File: config.mk
export PLATFORM = sky130hd
export DESIGN_NAME = tks_out
export DESIGN_NICKNAME = d
export VERILOG_FILES = /design/src/rtl/tks_pkg.sv /design/src/rtl/tks_out.sv
export SDC_FILE = /design/constraint.sdc
export NUM_CORES = 1
export LEC_CHECK = 0
export ABC_AREA = 1
export BUFFER_PORTS_ARGS = -buffer_cell sky130_fd_sc_hd__buf_4
export CELL_PAD_IN_SITES_DETAIL_PLACEMENT = 1
export CELL_PAD_IN_SITES_GLOBAL_PLACEMENT = 2
export CORE_MARGIN = 2
export CORE_UTILIZATION = 21
export CTS_BUF_LIST = sky130_fd_sc_hd__clkbuf_8
export CTS_CLUSTER_SIZE = 24
export DETAILED_ROUTE_END_ITERATION = 10
export GPL_ROUTABILITY_DRIVEN = 0
export PLACE_DENSITY = 0.81
export RECOVER_POWER = 50
export SLEW_MARGIN = 25
export SYNTH_ARGS = -nofsm -noshare
export SYNTH_HDL_FRONTEND = slang
export SYNTH_SLANG_ARGS = --single-unit
File: constraint.sdc
create_clock -name clk -period 0.8 [get_ports clk]
set_input_delay 0 -clock clk [delete_from_list [all_inputs] [get_ports clk]]
set_output_delay 0 -clock clk [all_outputs]
set_load 0.05 [all_outputs]
File: src/rtl/tks_pkg.sv
// tks_pkg: shared types and constants for the topological sort block
// used by tks_engine, tks_out and topo_sort_kahn; no dependencies
package tks_pkg;

	// fixed widths of the stream fields
	localparam int NODE_W = 6;
	localparam int CFG_W  = 7;

	// one result beat as it leaves the engine
	typedef struct packed {
		logic [NODE_W-1:0] vertex;
		logic              has_vertex;
		logic              last;
		logic              incomplete;
		logic              edges_dropped;
	} res_t;

endpackage

File: src/rtl/tks_out.sv
// tks_out: output register between the engine and the master stream
// depends on tks_pkg
module tks_out
	import tks_pkg::*;
(
	input  logic              clk,
	input  logic              arst_n,
	input  logic              push,
	input  res_t              res,
	output logic              out_free,
	output logic              m_tvalid,
	input  logic              m_tready,
	output logic [7:0]        m_tdata,  // [5:0] vertex, [7:6] zero
	output logic [2:0]        m_tuser,  // [0] has_vertex, [1] incomplete, [2] edges_dropped
	output logic              m_tlast
);

	logic valid_q;
	res_t res_q;

	assign out_free = !valid_q || m_tready;

	// valid flag
	always_ff @(posedge clk or negedge arst_n) begin
		if (!arst_n) begin
			valid_q <= 1'b0;
		end else if (push) begin
			valid_q <= 1'b1;
		end else if (m_tready) begin
			valid_q <= 1'b0;
		end
	end

	// beat payload
	always_ff @(posedge clk) begin
		if (push) begin
			res_q <= res;
		end
	end

	assign m_tvalid = valid_q;
	assign m_tdata  = {2'b00, res_q.vertex};
	assign m_tuser  = {res_q.edges_dropped, res_q.incomplete, res_q.has_vertex};
	assign m_tlast  = res_q.last;

endmodule
==> metrics.md, run 1 <==
| Metric | Value |
|---|---|
| Number of H-tree levels | `1` |
| Skew-Pair Late Insertion Delay | `0.23 ns` |
| First-pass GRT wire length | `1180 um` |
| Post-CTS setup repair buffer count | `0` |
| Cell with the most instances after synthesis | `edfxtp_1` |
| Critical path arrival | `0.89 ns` |
| Number of max-slew violations in the final report | `0` |
| Initial antenna violation count | `0` |
| Failing checks | `negative setup slack` |
| Combined global-route utilization of all metal layers | `8.58%` |
| Cell types with the largest area share after synthesis | `edfxtp_1, dfrtp_1, buf_4` |
| Total power | `1640 uW` |
| Number of distinct library cell variants in the gate-level netlist after synthesis | `6` |
| Top-area cell type share of the netlist area | `between 80% and 90%` |
| Synth warnings | `0` |
| Sequential element share of the synthesized area | `89.3%` |
| Crit. path cell count | `2` |
| Family of cells with the greatest summed delay on the critical path | `flip-flops` |
| Largest net degree at the start of global routing | `12` |
| Count of routing violations after the opening detailed-route iteration | `0` |
| Clock Sink Count | `11` |
| Mean number of vias per cell | `3.84` |
| Area delta synth->final | `110%` |
| Total half-perimeter wirelength after legalization and detailed placement | `around 570 um` |
| Worst vdd ir | `0.940 mV` |
| I/O Buffers | `25` |
| Number of flops mapped to enable cells by yosys | `10` |
| Power density of the placed cells | `2140 nW/um^2` |
| Leakage | `0.000335 uW` |
| Post-CTS clock slew at the launch and capture registers of the worst setup and hold paths | `roughly 0.050 ns` |
| Cell chosen for the clock root | `clkbuf_8` |
| Layout cells sized above 1 | `52.6%` |
| Via count | `284` |
| R2R depth | `2` |
| Final hold violation count | `0` |
| Cell type with the largest total area after synthesis | `edfxtp_1` |
| Setup crit start kind | `register` |
| Cts bufs inserted | `3` |
| Endpoint class of the critical path | `primary output` |
| Average cell area after synthesis | `20.2 sq um` |
| Sum of overflow across all layers after global routing | `0` |
| Worst reg-to-reg setup slack | `roughly 0.14 ns` |
| Setup Skew | `0 ns` |
| RSZ-0062 raised after global routing | `yes` |
| Worst relative slew slack | `59.9%` |
| Number of nets still failing antenna checks after routing | `0` |
| Required time at the worst-slack endpoint | `0.80 ns` |
| Sequence of cells on the critical path | `nand2_8 > buf_8` |
| Wire length reported by the detailed router | `865 um` |
| Worst stage delay on the critical path | `0.44 ns` |
| Die extent in x | `45.6 um` |
| Measured slew at the worst slew-check pin | `roughly 0.6 ns` |
| Maximum fanout along the worst path | `2` |
| Max clock buf depth | `2` |
| Achievable frequency | `1130 MHz` |
| Final net count | `72` |
| Min-delay worst type | `in2reg` |
| Final count of negative-setup-slack endpoints | `2` |
| Post-Synthesis Cells | `18` |
| Overall die height | `45.6 um` |
| Max-cap violations | `0` |
| Number of optimization iterations in the first detailed-route pass | `1` |
| Synth Cell Area | `364 sq um` |
| Summed negative setup slack over all endpoints | `-0.157 ns` |
| Worst Slack Setup Final | `-0.0853 ns` |
| CP max stage cell | `dfrtp_2` |
| DRC Markers | `0` |
| Kind of critical path | `reg2out` |
| Count of boundary I/O pins | `28` |
| Final worst path period share | `111%` |
| Time the final worst path needs with I/O delays and setup | `0.885 ns` |
| Synth top cells by count | `edfxtp_1, buf_4, inv_1, nand2_2` |
| Diode insertion count for antenna repair | `0` |
| Floorplan die area | `2080 sq um` |
| Number of placement rows | `15` |
| Ys async rst share | `a little under a tenth` |
| Clock tree from TritonCTS | `done` |
| Number of instances on the worst hold path | `4` |
| Most used flip-flop cell after synthesis | `edfxtp_1` |
| Hold Slack | `roughly 0.073 ns` |
| Core region area | `1670 sq um` |
| Status | `finished, violations left` |
| Total buffers and inverters traversed by the critical path | `1` |
| Vias in the first global route | `about 270` |
| Average routed wire per standard cell | `between 10 and 15 um` |
| Number of synthesized register bits | `11` |
| Initial core utilization | `21.8%` |
==> metal layers <==
metal | up-vias | part of all wire [%] | GRT usage [%]
met5 | - | 0 | 0
met4 | 0 | 0 | 3.53
met3 | 0 | 12 | 3.17
met2 | 23 | 47 | 14.1
met1 | 127 | 41 | 10.0
li1 | 134 | - | -
==> report_power, final <==
| group | internal, uW | switching, uW |
|---|---|---|
| Combinational | 161 | 241 |
| Clock | 336 | 197 |
| Sequential | 680 | 21.8 |
| Total | 1180 | 460 |
==> cell families after synthesis <==
kind of cell           count (synthesis)  share of synthesized area, %
DFF                                   11                          89.3
buffers and inverters                  4                          6.19
and+or+nand+nor                        2                          3.44
other                                  1                          1.03
==> flip-flops by register name, indices dropped and copies added (netlist names) <==
name	cells
m_tdata	6
m_tvalid	1
m_tuser	3
m_tlast	1
==> cell type report <==
type                       count  area [sq um]
inverter                       2          7.51
clock inverter                 1          3.75
clock buffer                   3          41.3
tap                           17          21.3
sequential                    11           327
fill                         163           905
multi-input combinational      4          33.8
timing repair buffer          36           332
==> final timing paths <==
kind                               start       end
worst max-delay path            m_tvalid  out_free
worst min-delay path            m_tready  m_tvalid
worst max register to register  m_tvalid  m_tvalid
worst min register to register  m_tvalid  m_tvalid
max in group asynchronous         arst_n  m_tvalid
min in group asynchronous         arst_n  m_tvalid
==> worst register-to-register path, stage by stage (launching register included) <==
cell and delay [ns]:
dfrtp_2 0.44, nand2_8 0.07, nand2_2 0.04
==> through the flow <==
step / setup slack [ns] / utilization [%] / area, sq um / cells
2_1_floorplan: -0.0435 / - / 383 / 19
3_3_place_gp: 0.130 / 34.5 / 577 / 59
3_5_place_dp: 0.119 / 34.5 / 577 / 59
4_1_cts: -0.0882 / 44.5 / 743 / 74
5_1_grt: -0.102 / 45.8 / 766 / 74
6_report: -0.0853 / 45.8 / 766 / 74
==> cells in the final DEF (no fill, tap or decap) <==
| master | n |
|---|---|
| clkbuf_1 | 1 |
| buf_8 | 1 |
| buf_4 | 14 |
| conb_1 | 2 |
| dfrtp_2 | 1 |
| clkbuf_8 | 3 |
| buf_6 | 8 |
| clkbuf_4 | 1 |
| nand2_2 | 1 |
| inv_1 | 3 |
| nand2_8 | 1 |
| edfxtp_1 | 10 |
| dlygate4sd3_1 | 11 |
==> what timing repair did <==
| item | 4_1_cts | 5_1_grt |
|---|---|---|
| endpoints found under the setup margin | 3 | 10 |
| hold buffers | 11 | 0 |
| cloned | 0 | 0 |
| endpoints found under the hold margin | 11 | 0 |
| gates resized for setup | 3 | 7 |
Power figures use the tool's default switching activity.
==> run 2, diff against run 1 <==
CORE_UTILIZATION = 25   (was 21)
PLACE_DENSITY = 0.9   (was 0.81)
RECOVER_POWER = unset   (was 50)
clock period = 1.1 ns   (was 0.8 ns; I/O delays follow)
==> metrics.md, run 2 (synthesis gave the netlist of run 1 again) <==
| Metric | Value |
|---|---|
| Vias in the first global route | `327 (+20%)` |
| Summed negative setup slack over all endpoints | `0 ns (+0.157 ns)` |
| Kind of critical path | `reg2out` |
| Combinational fraction of design power | `23.4% (-1.2 points)` |
| Largest register FFs | `6 (unchanged)` |
| I/O Buffers | `25 (unchanged)` |
| RSZ-0062 raised after global routing | `no` |
| Total power | `1170 uW (-29%)` |
| Mean number of vias per cell | `3.94 (+2.8%)` |
| DRC Markers | `0 (unchanged)` |
| Combined global-route utilization of all metal layers | `11.8% (+3.3 points)` |
| Min-delay worst type | `in2reg` |
| First-pass GRT wire length | `1410 um (+20%)` |
| Required time at the worst-slack endpoint | `1.10 ns (+0.30 ns)` |
| Initial core utilization | `27.3% (+5.5 points)` |
| Endpoint class of the critical path | `primary output` |
| Setup Skew | `0 ns (unchanged)` |
| Post-CTS clock slew at the launch and capture registers of the worst setup and hold paths | `0.05 ns (about the same)` |
| Count of boundary I/O pins | `28 (unchanged)` |
| Final instance count without filler cells | `72 (-2.7%)` |
| Internal power | `836 uW (-29%)` |
| Diode insertion count for antenna repair | `0 (unchanged)` |
| Area delta synth->final | `96.2%` |
| Clock tree from TritonCTS | `done` |
| Sum of overflow across all layers after global routing | `0 (unchanged)` |
| Average routed wire per standard cell | `13.1 um (+12%)` |
| Fraction of power consumed by sequential logic | `43.1% (+0.3 points)` |
| Cell chosen for the clock root | `clkbuf_8` |
| Time the final worst path needs with I/O delays and setup | `0.910 ns` |
| Number of instances on the worst hold path | `4 (unchanged)` |
| Achievable frequency | `1100 MHz` |
| Final count of negative-setup-slack endpoints | `0 (-2)` |
| Status | `completed` |
| Overall die height | `42.2 um (-7.6%)` |
| Cts bufs inserted | `3 (unchanged)` |
| Number of placed cells counting well taps | `57 (-3.4%)` |
| Wire length reported by the detailed router | `942 um (+8.9%)` |
| Final worst path period share | `82.7%` |
| Endpoint with the worst hold slack | `m_tvalid` |
| R2R depth | `2 (unchanged)` |
| Floorplan die area | `1780 sq um (-15%)` |
| Cts repair resizes | `0 (-3)` |
| Worst vdd ir | `0.844 mV (-10%)` |
| Hold Crit Start | `m_tready` |
| Number of max-slew violations in the final report | `0 (unchanged)` |
| Number of nets still failing antenna checks after routing | `0 (unchanged)` |
| Max-cap violations | `0 (unchanged)` |
| Terminus of the critical flop-to-flop path | `m_tvalid` |
| Layout cells sized above 1 | `52.6% (unchanged)` |
| Setup crit start kind | `register` |
| Power density of the placed cells | `1630 nW/um^2 (-24%)` |
| # fillers | `141 (-13%)` |
| Maximum fanout along the worst path | `2 (unchanged)` |
| Largest net degree at the start of global routing | `12 (unchanged)` |
| Number of placement rows | `13 (-2)` |
| Switching component of the power | `329 uW (-28%)` |
| Count of routing violations after the opening detailed-route iteration | `3 (+3)` |
| Final net count | `72 (unchanged)` |
| Clock Sink Count | `11 (unchanged)` |
| Clock share of power | `33.6% (+1.1 points)` |
| Commonest non-fill, non-tap cells in the layout | `buf_4, dlygate4sd3_1, edfxtp_1` |
| Leakage | `0.000324 uW (-3.1%)` |
| Skew-Pair Late Insertion Delay | `0.23 ns (about the same)` |
| Number of optimization iterations in the first detailed-route pass | `3 (+2)` |
| Initial antenna violation count | `0 (unchanged)` |
| Max clock buf depth | `2 (unchanged)` |
| FF-to-FF Start | `m_tvalid` |
| Die extent in x | `42.2 um (-7.6%)` |
| Worst reg-to-reg setup slack | `0.47 ns (+0.33 ns)` |
| Number of H-tree levels | `1 (unchanged)` |
| Switching share of power | `28.3% (+0.15 points)` |
| Via count | `284 (unchanged)` |
| Final hold violation count | `0 (unchanged)` |
| Critical path arrival | `0.91 ns (+0.02 ns)` |
| Most common library cell in the layout ignoring fill and taps | `buf_4` |
| Core region area | `1330 sq um (-20%)` |
run 2: area by class of cell:
| cell class | instances | area (sq um) | area share, % |
|---|---|---|---|
| Clock inverter | 1 | 3.75 | 0.525 |
| Clock buffer | 3 | 41.3 | 5.78 |
| Timing Repair Buffer | 36 | 298 | 41.7 |
| Multi-Input combinational cell | 4 | 20.0 | 2.80 |
| Sequential cell | 11 | 325 | 45.5 |
| Tap cell | 15 | 18.8 | 2.63 |
| Inverter | 2 | 7.51 | 1.05 |
run 2: timing repair:
item	4_1_cts	5_1_grt
endpoints found under the hold margin	11	0
buffers inserted	0	0
hold buffers	11	0
run 2: through the flow:
step / worst slack [ns] / hold WS [ns] / util, % / area (sq um)
final: 0.190 / 0.0249 / 53.6 / 714
after global routing: 0.158 / 0.0195 / 53.6 / 714
after CTS: 0.192 / 0.0254 / 53.6 / 714
after detailed placement: 0.450 / -0.224 / 41.9 / 559
after global placement: 0.461 / -0.225 / 41.9 / 559
after floorplan: 0.00875 / -0.296 / - / 368
run 2: power by group through the flow:
stage                     combinational (uW)  clock, uW  sequential [uW]
final                                    273        391              502
after global placement                   240          0              509
after global routing                     283        426              505
after detailed placement                 243          0              510
after CTS                                274        404              502
after floorplan                         35.3          0              626
run 2: how the worst max path moves through the flow:
stage / slack, ns / end / startpoint / cells after the start
after CTS: 0.19 / out_free / m_tvalid / 2
after detailed placement: 0.45 / out_free / m_tvalid / 2
after floorplan: 0.009 / m_tvalid / m_tvalid / 2
final: 0.19 / out_free / m_tvalid / 2
after global routing: 0.16 / out_free / m_tvalid / 2
after global placement: 0.46 / out_free / m_tvalid / 2
run 2: per-layer routing:
layer  global-route usage [%]  vias up  wire, um  share of wire (%)
met2                     20.6       26       459                 49
li1                         -      135         -                  -
met1                     10.9      123       359                 38
met5                        0        -         0                  0
met3                     6.90        0       123                 13
met4                     5.63        0         0                  0
run 2: worst max-delay path: stages, from the launching register on:
cell     delay (ns)
dfrtp_1        0.39
nand2_2        0.09
buf_4          0.20
==> run 3, diff against run 2 <==
CORE_UTILIZATION = 23   (was 25)
PLACE_DENSITY = 0.84   (was 0.9)
clock period = 0.9 ns   (was 1.1 ns; I/O delays follow)
==> metrics.md, run 3 (synthesis gave the netlist of run 1 again) <==
| Metric | Value |
|---|---|
| Largest net degree at the start of global routing | `12 (unchanged)` |
| Count of boundary I/O pins | `28 (unchanged)` |
| FF-to-FF Start | `m_tvalid` |
| Most common library cell in the layout ignoring fill and taps | `buf_4` |
| Setup crit start kind | `register` |
| Mean number of vias per cell | `4.11 (+4.2%)` |
| Final instance count without filler cells | `73 (+1.4%)` |
| Number of placement rows | `14 (+1)` |
| Overall die height | `43.8 um (+3.9%)` |
| Combinational fraction of design power | `23.8% (+0.4 points)` |
| Endpoint class of the critical path | `primary output` |
| Time the final worst path needs with I/O delays and setup | `0.862 ns` |
| Achievable frequency | `1160 MHz` |
| Final worst path period share | `a little over nine tenths` |
| Worst stage delay on the critical path | `0.42 ns (+0.03 ns)` |
| Fraction of power consumed by sequential logic | `43.2% (about the same)` |
| Die extent in x | `43.8 um (+3.9%)` |
| Sum of overflow across all layers after global routing | `0 (unchanged)` |
| Count of routing violations after the opening detailed-route iteration | `10 (+7)` |
| Clock tree from TritonCTS | `done` |
| Kind of critical path | `reg2out` |
| Wire length reported by the detailed router | `938 um (-0.42%)` |
| Switching component of the power | `403 uW (+22%)` |
| Cell chosen for the clock root | `clkbuf_8` |
| RSZ-0062 raised after global routing | `no` |
| Clock share of power | `33.0% (-0.6 points)` |
| Worst reg-to-reg setup slack | `0.26 ns (-0.21 ns)` |
| Core region area | `1490 sq um (+12%)` |
| Setup Skew | `0 ns (unchanged)` |
| Skew-Pair Late Insertion Delay | `0.23 ns (about the same)` |
| Layout cells sized above 1 | `54.4% (+1.8 points)` |
| Number of nets still failing antenna checks after routing | `0 (unchanged)` |
| Number of placed cells counting well taps | `58 (+1.8%)` |
| Commonest non-fill, non-tap cells in the layout | `buf_4, dlygate4sd3_1, edfxtp_1` |
| Via count | `300 (+5.6%)` |
| Post-CTS clock slew at the launch and capture registers of the worst setup and hold paths | `0.05 ns (about the same)` |
| Min-delay worst type | `in2reg` |
| Vias in the first global route | `316 (-3.4%)` |
| Max-cap violations | `0 (unchanged)` |
| Final net count | `72 (unchanged)` |
| Number of H-tree levels | `1 (unchanged)` |
| Final hold violation count | `0 (unchanged)` |
| Total half-perimeter wirelength after legalization and detailed placement | `728 um` |
| Required time at the worst-slack endpoint | `0.90 ns (-0.20 ns)` |
| Floorplan die area | `1920 sq um (+7.9%)` |
| Number of instances on the worst hold path | `4 (unchanged)` |
| Leakage | `0.000330 uW (+1.7%)` |
| Combined global-route utilization of all metal layers | `11.4% (-0.41 points)` |
| Internal power | `1030 uW (+23%)` |
| Diode insertion count for antenna repair | `0 (unchanged)` |
| Worst vdd ir | `0.901 mV (+6.8%)` |
| Average routed wire per standard cell | `12.8 um (-1.8%)` |
| Largest register FFs | `6 (unchanged)` |
| Switching share of power | `28.1% (-0.11 points)` |
| Endpoint with the worst hold slack | `m_tvalid` |
| CP max stage cell | `dfrtp_2` |
| DRC Markers | `0 (unchanged)` |
| Status | `completed` |
| Terminus of the critical flop-to-flop path | `m_tvalid` |
| Initial core utilization | `24.5% (-2.8 points)` |
| I/O Buffers | `25 (unchanged)` |
| First-pass GRT wire length | `1410 um (unchanged)` |
| Clock Sink Count | `11 (unchanged)` |
| Cts bufs inserted | `3 (unchanged)` |
| Maximum fanout along the worst path | `2 (unchanged)` |
| Hold Crit Start | `m_tready` |
| Initial antenna violation count | `0 (unchanged)` |
| Summed negative setup slack over all endpoints | `0 ns (unchanged)` |
| Max clock buf depth | `2 (unchanged)` |
| Number of max-slew violations in the final report | `0 (unchanged)` |
| Sequence of cells on the critical path | `nand2_4 > buf_8` |
| Number of optimization iterations in the first detailed-route pass | `4 (+1)` |
| Area delta synth->final | `100%` |
| Critical path arrival | `0.86 ns (-0.05 ns)` |
| Power density of the placed cells | `1960 nW/um^2 (+20%)` |
| Final count of negative-setup-slack endpoints | `0 (unchanged)` |
| R2R depth | `2 (unchanged)` |
[run 3: cell counts in the layout (fill, tap and decap cells not counted)]
Identical to the previous run, type by type.
[run 3: area by class of cell]
type / instances / area (sq um)
fill: 154 / 759
sequential: 11 / 327
timing repair buffer: 36 / 305
clock buffer: 3 / 41.3
multi-input combinational: 4 / 25.0
tap: 16 / 20.0
inverter: 2 / 7.51
clock inverter: 1 / 3.75
[run 3: how the worst max path moves through the flow]
stage,cells after the start,to,from
after detailed placement,2,out_free,m_tvalid
after CTS,2,out_free,m_tvalid
final,2,out_free,m_tvalid
after global placement,2,out_free,m_tvalid
after global routing,2,out_free,m_tvalid
after floorplan,2,m_tvalid,m_tvalid
[run 3: worst max-delay path, delay by kind of cell, from the launching register on]
kind	cells	cell delay, ns
simple gates	1	0.07
flops	1	0.42
buf+inv	1	0.14
[run 3: power groups by stage]
stage	Sequential [uW]	Combinational [uW]	Clock [uW]
final	619	340	473
after global routing	623	352	517
after CTS	620	338	485
after detailed placement	629	299	0
after global placement	627	295	0
after floorplan	766	45.0	0
[run 3: routing by layer]
layer  global-route usage, %  up-vias  routed length [um]
met4                    10.9        0                  25
met5                       0        -                   0
met3                    6.25        4                 156
met1                    11.5      133                 337
li1                        -      134                   -
met2                    16.5       29                 419
[run 3: what timing repair did]
action,4_1_cts,5_1_grt
buffers inserted,0,0
endpoints found under the hold margin,11,0
hold buffers,11,0
resized for setup,1,1
pin swaps,0,1
endpoints found under the setup margin,1,1
[run 3: metrics by stage]
step                      utilization [%]  setup WS [ns]  hold slack, ns  total power, uW  cell area [sq um]
after floorplan                         -         0.0145          -0.296              811                374
after global placement               38.1          0.242          -0.224              922                567
after detailed placement             38.1          0.235          -0.223              928                567
after CTS                            48.7         0.0113          0.0163             1440                726
after global routing                 49.0         0.0109          0.0431             1490                729
final                                49.0         0.0384          0.0401             1430                729
